`src/rtl/core/sdp_pkg.sv`:
```
// shared types, constants and functions of the sha-256 pair scan unit
// no dependencies
package sdp_pkg;

  localparam int DefaultRounds = 57;
  localparam int WordW = 32;
  localparam int DistW = 9;
  localparam int PopW = 6;

  localparam logic [WordW-1:0] FillReset = 32'hffff_ffff;
  localparam logic [4:0] KernelReset = 5'd31;

  typedef enum logic [0:0] {
    CFG_FILL_WORD  = 1'b0,
    CFG_KERNEL_POS = 1'b1
  } cfg_reg_t;

  localparam logic [WordW-1:0] RoundK [64] = '{
    32'h428a2f98, 32'h71374491, 32'hb5c0fbcf, 32'he9b5dba5,
    32'h3956c25b, 32'h59f111f1, 32'h923f82a4, 32'hab1c5ed5,
    32'hd807aa98, 32'h12835b01, 32'h243185be, 32'h550c7dc3,
    32'h72be5d74, 32'h80deb1fe, 32'h9bdc06a7, 32'hc19bf174,
    32'he49b69c1, 32'hefbe4786, 32'h0fc19dc6, 32'h240ca1cc,
    32'h2de92c6f, 32'h4a7484aa, 32'h5cb0a9dc, 32'h76f988da,
    32'h983e5152, 32'ha831c66d, 32'hb00327c8, 32'hbf597fc7,
    32'hc6e00bf3, 32'hd5a79147, 32'h06ca6351, 32'h14292967,
    32'h27b70a85, 32'h2e1b2138, 32'h4d2c6dfc, 32'h53380d13,
    32'h650a7354, 32'h766a0abb, 32'h81c2c92e, 32'h92722c85,
    32'ha2bfe8a1, 32'ha81a664b, 32'hc24b8b70, 32'hc76c51a3,
    32'hd192e819, 32'hd6990624, 32'hf40e3585, 32'h106aa070,
    32'h19a4c116, 32'h1e376c08, 32'h2748774c, 32'h34b0bcb5,
    32'h391c0cb3, 32'h4ed8aa4a, 32'h5b9cca4f, 32'h682e6ff3,
    32'h748f82ee, 32'h78a5636f, 32'h84c87814, 32'h8cc70208,
    32'h90befffa, 32'ha4506ceb, 32'hbef9a3f7, 32'hc67178f2
  };

  localparam logic [7:0][WordW-1:0] InitH = {
    32'h5be0cd19, 32'h1f83d9ab, 32'h9b05688c, 32'h510e527f,
    32'ha54ff53a, 32'h3c6ef372, 32'hbb67ae85, 32'h6a09e667
  };

  // one pipeline slot: both schedule windows, both working states, the candidate
  typedef struct packed {
    logic [15:0][WordW-1:0] w1;
    logic [15:0][WordW-1:0] w2;
    logic [7:0][WordW-1:0]  v1;
    logic [7:0][WordW-1:0]  v2;
    logic [WordW-1:0]       cand;
  } lane_t;

  function automatic logic [WordW-1:0] rotr(input logic [WordW-1:0] x, input int n);
    return (x >> n) | (x << (WordW - n));
  endfunction

  function automatic logic [WordW-1:0] big_sig0(input logic [WordW-1:0] x);
    return rotr(x, 2) ^ rotr(x, 13) ^ rotr(x, 22);
  endfunction

  function automatic logic [WordW-1:0] big_sig1(input logic [WordW-1:0] x);
    return rotr(x, 6) ^ rotr(x, 11) ^ rotr(x, 25);
  endfunction

  function automatic logic [WordW-1:0] small_sig0(input logic [WordW-1:0] x);
    return rotr(x, 7) ^ rotr(x, 18) ^ (x >> 3);
  endfunction

  function automatic logic [WordW-1:0] small_sig1(input logic [WordW-1:0] x);
    return rotr(x, 17) ^ rotr(x, 19) ^ (x >> 10);
  endfunction

  function automatic logic [PopW-1:0] popcount32(input logic [WordW-1:0] x);
    logic [PopW-1:0] cnt;
    cnt = '0;
    for (int i = 0; i < WordW; i++) begin
      cnt = cnt + PopW'(x[i]);
    end
    return cnt;
  endfunction

endpackage

```
`src/rtl/core/sdp_res_if.sv`:
```
// result word channel of the sha-256 pair scan unit
// no dependencies
interface sdp_res_if;
  logic        valid;
  logic        ready;
  logic [31:0] candidate_echo;
  logic        a_match;
  logic [8:0]  state_distance;

  modport source (output valid, output candidate_echo, output a_match,
                  output state_distance, input ready);
  modport sink (input valid, input candidate_echo, input a_match,
                input state_distance, output ready);
endinterface

```
`src/rtl/core/sdp_dist_cell.sv`:
```
// compare stage: per-word popcount of the state difference, then sum into the output register
// depends on sdp_pkg and sdp_res_if
module sdp_dist_cell (
  input  logic           clk,
  input  logic           rst,
  input  logic           valid_in,
  input  sdp_pkg::lane_t lane_in,
  output logic           advance,
  sdp_res_if.source      res
);
  import sdp_pkg::*;

  logic                   pc_valid;
  logic [7:0][PopW-1:0]   pc_count;
  logic                   pc_match;
  logic [WordW-1:0]       pc_cand;
  logic [DistW-1:0]       dist_sum;
  logic                   out_free;

  assign out_free = !res.valid || res.ready;
  assign advance  = !pc_valid || out_free;

  always_comb begin
    dist_sum = '0;
    for (int i = 0; i < 8; i++) begin
      dist_sum = dist_sum + DistW'(pc_count[i]);
    end
  end

  always_ff @(posedge clk) begin
    if (rst) begin
      pc_valid  <= 1'b0;
      res.valid <= 1'b0;
    end else begin
      if (advance) begin
        pc_valid <= valid_in;
      end
      if (out_free) begin
        res.valid <= pc_valid;
      end
    end
  end

  always_ff @(posedge clk) begin
    if (advance) begin
      for (int i = 0; i < 8; i++) begin
        pc_count[i] <= popcount32(lane_in.v1[i] ^ lane_in.v2[i]);
      end
      pc_match <= (lane_in.v1[0] == lane_in.v2[0]);
      pc_cand  <= lane_in.cand;
    end
    if (out_free) begin
      res.candidate_echo <= pc_cand;
      res.a_match        <= pc_match;
      res.state_distance <= dist_sum;
    end
  end

`ifndef SYNTHESIS
  a_dist_range: assert property (@(posedge clk) disable iff (rst)
    res.valid |-> res.state_distance <= 9'd256)
    else $error("distance above 256");

  a_zero_dist_match: assert property (@(posedge clk) disable iff (rst)
    res.valid && res.state_distance == '0 |-> res.a_match)
    else $error("zero distance without a match");

  a_stall_holds: assert property (@(posedge clk) disable iff (rst)
    res.valid && !res.ready |=> res.valid && $stable(res.state_distance))
    else $error("stalled result changed");
`endif

endmodule

```
`src/flat_wrapper.sv`:
```
// flat-port wrapper written by rule: the top's interface ports become plain ports
module sdp_dist_cell_flat import sdp_pkg::*;
  (clk, rst, valid_in, lane_in, advance, res_valid, res_candidate_echo, res_a_match, res_state_distance, res_ready);
  sdp_res_if res_i ();
  input  logic clk;
  input  logic rst;
  input  logic valid_in;
  input  sdp_pkg::lane_t lane_in;
  output logic advance;
  output wire logic [$bits(res_i.valid)-1:0] res_valid;
  output wire logic [$bits(res_i.candidate_echo)-1:0] res_candidate_echo;
  output wire logic [$bits(res_i.a_match)-1:0] res_a_match;
  output wire logic [$bits(res_i.state_distance)-1:0] res_state_distance;
  input wire logic [$bits(res_i.ready)-1:0] res_ready;
  assign res_valid = res_i.valid;
  assign res_candidate_echo = res_i.candidate_echo;
  assign res_a_match = res_i.a_match;
  assign res_state_distance = res_i.state_distance;
  assign res_i.ready = res_ready;
  sdp_dist_cell u_core (.clk(clk), .rst(rst), .valid_in(valid_in), .lane_in(lane_in), .advance(advance), .res(res_i));
endmodule
```
`config.mk`:
```
export PLATFORM = sky130hd
export DESIGN_NAME = sdp_dist_cell_flat
export DESIGN_NICKNAME = d
export VERILOG_FILES = /design/src/rtl/core/sdp_pkg.sv /design/src/rtl/core/sdp_res_if.sv /design/src/rtl/core/sdp_dist_cell.sv /design/src/flat_wrapper.sv
export SDC_FILE = /design/constraint.sdc
export NUM_CORES = 1
export LEC_CHECK = 0
export BUFFER_PORTS_ARGS = -buffer_cell sky130_fd_sc_hd__buf_4
export CAP_MARGIN = 10
export CORE_AREA = 2 2 624 626
export CTS_CLUSTER_SIZE = 28
export DETAILED_ROUTE_END_ITERATION = 10
export DIE_AREA = 0 0 626 628
export GPL_ROUTABILITY_DRIVEN = 0
export PLACE_DENSITY_LB_ADDON = 0.12
export SLEW_MARGIN = 30
export SYNTH_ARGS = -nofsm -noshare
export SYNTH_HDL_FRONTEND = slang
export SYNTH_SLANG_ARGS = --single-unit
```
`constraint.sdc`:
```
create_clock -name clk -period 8.1 [get_ports clk]
set_input_delay 1.62 -clock clk [delete_from_list [all_inputs] [get_ports clk]]
set_output_delay 1.62 -clock clk [all_outputs]
set_load 0.02 [all_outputs]
```
# After elaboration in Yosys (flattened, before gate mapping)
# Index checks and enable logic that the tools add are counted.
# totals
out_inout_bits	44
regBits	125
word_cells	283
input_bits	1572
# classes
n_reduce_logical	4
n_addsub	255
n_eq_ne	1
bitwise	8
# op_table
cell	n
$add 6x1->6	240
$xor 32x32->32	8
$add 9x6->9	6
$eq 32x32->1	1
$add 1x1->2	8
$add 6x6->7	1
$logic_not 1->1	2
$logic_or 1x1->1	2

# Logic depth before layout (Yosys ltp)
# Gate-level depths: netlist of the first run.
# depth
ltp_word	32
depth_mapped	18
ltp_nobuf	18

# Worst setup path after synthesis of the first run
# Ideal clock, no wire load.
# synth_timing
path_type	in2reg
from	input port lane_in[128] (netlist bit)
to	register u_core.pc_count[22] (netlist bit), data pin
cell_stages	15
setup_slack_ns	1.328
path_buffers	0
setup_time_ns	0.258
required_time_ns	7.842
arrival_ns	6.514
cell_sequence	xor2_1 > ha_1 > fa_1 > fa_1 > fa_1 > fa_1 > inv_1 > fa_1 > fa_1 > inv_1 > fa_1 > fa_1 > a21o_1 > a21oi_1 > xnor2_1
# synth_via
elab_chain_cells	32
# synth_lines
item	line_no	text
start: declaration	flat_wrapper.sv:8	input sdp_pkg::lane_t lane_in;
$xor 32x32->32	sdp_dist_cell.sv:47	pc_count[i] <= popcount32(lane_in.v1[i] ^ lane_in.v2[i]);
$add 1x1->2	sdp_pkg.sv:75	cnt = cnt + PopW'(x[i]);
$add 6x1->6 (30 in series)	sdp_pkg.sv:75	
end signal: indexed assignment	sdp_dist_cell.sv:47	
end: declaration	sdp_dist_cell.sv:14	logic [7:0][PopW-1:0] pc_count;
# Every way passes these cells.
# A chain may end at the register's enable or synchronous reset.

# Worst setup path in the final report of the first run
# layout_timing
from	input port lane_in[224] (netlist bit)
to	register u_core.pc_count[40] (netlist bit), data pin
# Same word-level chain as after synthesis.

==> results.toml, run 1 <==
[timing]
maxSlewHeadroom_pct = 35.1
finalWorstSetupSlack_ns = 0.983
slew_viol_final = 0
fin_tns_setup_ns = 0
rsz0062_at_grt = "false"
final-hold-violation-count = 0
whs_ns = 0.424
fin_crit_sh_pct = 87.9
setup_viol = 0
fmax_mhz = 141
layout_min_cycle_time_ns = 7.12
worst_clock_skew_ns = 0.0227
worst_slew_pin_slew_ns = 0.967

[clock_network]
ctsResizeCount = 0
clkLatencyLatePin_ns = 0.49
cts_made_buffers = 17
clockBufferDepth = 2
htreeDepth = 4
clkTransAtPathRegs_ns = 0.07
cts_hold_buf = 0
cts.sinks = 125
cts_tree = "done"
clockRootBuffer = "clkbuf_16"
cts_setup_buffers = 0

[run_status]
status = "finished clean"

[hold_path]
hold_depth = 0
min-delay-start = "u_core.pc_cand[23]"
hold_path_end = "u_core.res.candidate_echo[23]"
hp-class = "reg -> reg"

[cells_and_area]
drive_above_1_share_pct = 37.8
stdcell_area_um2 = 25000
multi_input_area_um2 = 8690
fillerInstances = 45448
final_cell_mix = "buf_4, inv_1, fa_1"
layout_commonest_cell = "buf_4"
nets = 3584
areaGrowthSynthToFinish_pct = 88.0
regArea_um2 = 3730

[yosys]
synth_xor_area_share_pct = 18.5
ys_warn_count = 0
yosysSeqAreaShare_pct = 28.1
avgSynthCellArea_um2 = 12.3
yosys.area_share.simple_pct = 2.41
synth_async_sr_flop_share_pct = 0
netlist_area_um2 = 13300
synth_compound_area_share_pct = 2.78
ys_types = 30
synth-edff-count = 123
ys.flop_type = "edfxtp_1"
synthCells = 1079
synth.area.mux_share_pct = 0
ys_seq_elements = 125
syn-num-nets = 2956
synth_adder_area_share_pct = 41.1
synth_top_family_by_area = "adder cells"

[floorplan]
fp-row-count = 229
fp.dieW_um = 626
fp.dieH_um = 628
io_pins = 1616
start_util_pct = 3.44
core_area_um2 = 387000
dieArea_um2 = 393000

[place]
place_ws_ns = 0.324
dp_hpwl_mm = 85.4
dpl_cell_area_um2 = 24400
io_buffers = 591

[setup_path]
cp-end-kind = "flop"
r2r_start = "u_core.pc_count[0]"
worst-path-max-fanout = 2
cp.required_ns = 8.27
cp-start-kind = "primary input"
arrival_ns = 7.28
path_class = "in -> reg"
r2r-end = "u_core.res.state_distance[8]"
reg2reg_slack_ns = 3.06
reg2reg_depth = 16

[drt]
drc = 0
avgViaCountPerCell = 1.41
vias = 9773
drt_iter0_markers = 200
ant_nets = 0
drt_first_pass_iters = 7
totalWireLength_mm = 90.8
wl_per_cell_um = 13.1

[global_routing]
grt_overflow_total = 0
antenna_found_initial = 68
grt_pass1_vias = 11422
track_usage_pct = 4.59
grt_max_degree = 43
grt_pass1_wl_mm = 115

[run]
drv_cap = 0
[worst max path at each step]
stage,end,cells past startpoint,start
detailed placement,u_core.pc_count[40],15,lane_in[224]
CTS,u_core.pc_count[40],15,lane_in[224]
finish,u_core.pc_count[40],15,lane_in[224]
floorplan,u_core.pc_count[22],15,lane_in[128]
global route,u_core.pc_count[40],15,lane_in[224]
global placement,u_core.pc_count[40],15,lane_in[224]
[synth_stat cells, drive strengths merged, types with 7 or more instances]
library cell / count / area (um2)
ha: 84 / 1050
inv: 252 / 946
xnor2: 144 / 1260
edfxtp: 123 / 3690
o21a: 10 / 75.1
nand2: 9 / 33.8
nor2: 14 / 52.6
a21o: 7 / 52.6
a21oi: 14 / 70.1
fa: 221 / 4420
xor2: 137 / 1200
o21ai: 11 / 55.1
nor2b: 11 / 68.8
[metrics by stage]
stage                     std cells  util [%]
after global placement         6885      6.30
final                          6923      6.46
after detailed placement       6885      6.31
after global routing           6917      6.46
after CTS                      6917      6.46
after floorplan                1079         -
[kinds of logic (layout without fill, tap and decap cells)]
family	Yosys count	count (layout)
xor+xnor	281	281
compound gates	57	57
buf+inv	252	893
flops	125	125
other cells	0	6
fa+ha+maj	305	305
simple gates	59	59
[worst max-delay path: stages]
cell and delay, ns:
buf_4 0.11, xor2_1 0.16, ha_1 0.32, fa_1 0.52, fa_1 0.53, fa_1 0.53, fa_1 0.54, inv_1 0.05
fa_1 0.53, fa_1 0.53, fa_1 0.48, fa_1 0.43, o21ai_0 0.18, a21oi_1 0.10, xnor2_1 0.65
[registers in the layout, summed over array words and instances, names as in the netlist]
register,count
u_core.res.a_match,1
u_core.pc_valid,1
u_core.res.valid,1
u_core.res.candidate_echo,32
u_core.pc_match,1
u_core.res.state_distance,9
u_core.pc_cand,32
u_core.pc_count,48
[final cells by class]
class | instances | area share (%)
repair buffers | 609 | 18.3
flip-flops and latches | 125 | 14.9
clock inverters | 14 | 0.500
inverters | 252 | 3.78
multi-input cells | 702 | 34.8
well taps | 5197 | 26.0
diodes | 6 | 0.0600
clock buffers | 18 | 1.72
[per-layer routing]
metal	global-route usage [%]	share of wire, %	up-vias
li1	-	-	4579
met1	4.95	38	4625
met2	8.37	52	442
met3	2.03	9.9	83
met4	0.576	0.64	44
met5	0	0.28	-
Power of run 1 is not shown: default switching activity piles up to over one toggle a cycle in this logic, so the estimate is an artifact.
==> run 2, diff against run 1 <==
--- a/config.mk
+++ b/config.mk
@@ -5,12 +5,13 @@
 export SDC_FILE = /design/constraint.sdc
 export NUM_CORES = 1
 export LEC_CHECK = 0
+export ABC_AREA = 1
 export BUFFER_PORTS_ARGS = -buffer_cell sky130_fd_sc_hd__buf_4
 export CAP_MARGIN = 10
-export CORE_AREA = 2 2 624 626
+export CORE_AREA = 2 2 631 633
 export CTS_CLUSTER_SIZE = 28
 export DETAILED_ROUTE_END_ITERATION = 10
-export DIE_AREA = 0 0 626 628
+export DIE_AREA = 0 0 633 635
 export GPL_ROUTABILITY_DRIVEN = 0
 export PLACE_DENSITY_LB_ADDON = 0.12
 export SLEW_MARGIN = 30
==> run 2 against run 1 <==
Compared with the run above: design area increased by 0.94%; critical path depth increased by 1; hold slack lost 0.0033 ns; first-iteration DRC count rose by 22%; cell count is 2.6% higher; clock skew shrank 0.0046 ns; wire length grew 0.73%; setup slack better by 0.32 ns; maximum frequency rose by 4.7%; register-to-register slack better by 0.39 ns; clock-buffer cell count is 1 lower; global-route usage is 0.053 points lower; critical endpoint is now u_core.pc_count[28].
==> results.toml, run 2 <==
[run_status]
status = "finished clean"

[place]
dp_hpwl_mm = 86.6
io_buffers = 591
dpl_cell_area_um2 = 24700

[floorplan]
core_area_um2 = 395000
fp.dieH_um = 635
io_pins = 1616
start_util_pct = 3.44
fp.dieW_um = 633
fp-row-count = 231
dieArea_um2 = 402000

[clock_network]
ctsResizeCount = 0
clkLatencyLatePin_ns = 0.49
htreeDepth = 4
clkTransAtPathRegs_ns = 0.06
cts_tree = "done"
clockRootBuffer = "clkbuf_16"
clockBufferDepth = 2
cts_setup_buffers = 0
cts_made_buffers = 17
cts_hold_buf = 0
cts.sinks = 125

[cells_and_area]
regArea_um2 = 3730
final_cell_mix = "buf_4, inv_1, fa_1"
fillerInstances = 46505
layout_commonest_cell = "buf_4"
largest_reg_flops = 48
stdcell_area_um2 = 25300
drive_above_1_share_pct = 34.4
nets = 3720
regMostFlops = "u_core.pc_count"
multi_input_area_um2 = 8710
top_regs = "u_core.pc_count: 48 flops, u_core.pc_cand: 32 flops, u_core.res.candidate_echo: 32 flops"
areaGrowthSynthToFinish_pct = 85.9

[hold_path]
hp-class = "reg -> reg"
hold_path_end = "u_core.res.candidate_echo[4]"
hold_depth = 0
min-delay-start = "u_core.pc_cand[4]"

[drt]
drt_first_pass_iters = 4
drt_iter0_markers = 243
drc = 0
avgViaCountPerCell = 1.46
totalWireLength_mm = 91.5
vias = 10392
wl_per_cell_um = 12.9
ant_nets = 0

[setup_path]
r2r_start = "u_core.pc_count[0]"
cp-start-kind = "primary input"
r2r-end = "u_core.res.state_distance[7]"
reg2reg_slack_ns = 3.45
arrival_ns = 7.08
worst-path-max-fanout = 2
cp-end-kind = "flop"
reg2reg_depth = 18
cp.required_ns = 8.38
path_class = "in -> reg"

[global_routing]
grt_max_degree = 45
grt_overflow_total = 0
track_usage_pct = 4.53
grt_pass1_vias = 11798
grt_pass1_wl_mm = 116
antenna_found_initial = 78

[timing]
fin_tns_setup_ns = 0
rsz0062_at_grt = "false"
layout_min_cycle_time_ns = 6.80
maxSlewHeadroom_pct = 39.3
final-hold-violation-count = 0
worst_clock_skew_ns = 0.0181
setup_viol = 0
slew_viol_final = 0
worst_slew_pin_slew_ns = 0.907
fmax_mhz = 147
fin_crit_sh_pct = 83.9

[yosys]
yosysSeqAreaShare_pct = 27.5
ys_types = 20
yosys.area.top_type = "fa_1"
synthCells = 1221
synth-edff-count = 123
ys_warn_count = 0
synth.top_cells.by_count = "inv_1, fa_1, xor2_1, edfxtp_1, xnor2_1"
ys_seq_elements = 125
synth_async_sr_flop_share_pct = 0
synth_most_common_cell = "inv_1"
syn-num-nets = 3098
netlist_area_um2 = 13600
synth_top_area_share_pct = 32.6
ys.flop_type = "edfxtp_1"
avgSynthCellArea_um2 = 11.1
synth_area_leaders = "fa_1, edfxtp_1, xor2_1"

[run]
drv_cap = 0
run 2: per-stage QoR:
stage	cells	util [%]	hold WS [ns]	setup slack [ns]
5_1_grt	7098	6.39	0.433	1.08
6_report	7103	6.40	0.421	1.30
4_1_cts	7098	6.39	0.425	1.17
3_5_place_dp	7066	6.25	0.407	0.630
3_3_place_gp	7066	6.25	0.403	0.596
2_1_floorplan	1221	-	0.400	1.44
run 2: metal layers:
| layer | track usage [%] | vias to the layer above | wire length [um] |
|---|---|---|---|
| met5 | 0 | - | 260 |
| met1 | 5.04 | 4871 | 35300 |
| met3 | 2.06 | 108 | 9450 |
| li1 | - | 4900 | - |
| met2 | 7.99 | 469 | 45500 |
| met4 | 0.683 | 44 | 908 |
run 2: worst max-delay path by stage:
| stage | start | endpoint | slack (ns) | depth (start not counted) |
|---|---|---|---|---|
| 2_1_floorplan | lane_in[128] | u_core.pc_count[22] | 1.44 | 15 |
| 3_3_place_gp | lane_in[160] | u_core.pc_count[28] | 0.60 | 16 |
| 3_5_place_dp | lane_in[33] | u_core.pc_count[4] | 0.63 | 18 |
| 4_1_cts | lane_in[160] | u_core.pc_count[28] | 1.17 | 16 |
| 5_1_grt | lane_in[97] | u_core.pc_count[17] | 1.08 | 16 |
| 6_report | lane_in[160] | u_core.pc_count[28] | 1.30 | 16 |
run 2: final cells by class:
| class | instances | share of cell area (%) |
|---|---|---|
| multi-input cells | 785 | 34.5 |
| well taps | 5242 | 26.0 |
| repair buffers | 603 | 17.9 |
| flip-flops and latches | 125 | 14.8 |
| inverters | 311 | 4.62 |
| clock buffers | 17 | 1.68 |
| clock inverters | 15 | 0.476 |
| diodes | 5 | 0.0495 |
run 2: critical path, cell delays in order:
cell     delay, ns
buf_4         0.11
xor2_1        0.20
ha_1          0.28
fa_1          0.46
fa_1          0.84
fa_1          0.54
fa_1          0.50
inv_1         0.05
fa_1          0.49
inv_1         0.06
fa_1          0.48
inv_1         0.05
fa_1          0.41
fa_1          0.47
o21ai_0       0.22
xor2_1        0.27
run 2: cells by family (layout without fill, tap and decap cells):
kind of cell               after synthesis  in the layout  share of synthesized area [%]
adders and majority gates              305            305                           40.3
and+or+nand+nor                        178            178                           5.17
AOI/OAI and AO/OA                       43             43                           1.76
buffers and inverters                  311            946                           8.59
DFF                                    125            125                           27.5
other                                    0              5                              0
xor gates and xnor gates               259            259                           16.7
Power of run 2 is left out for the same reason.
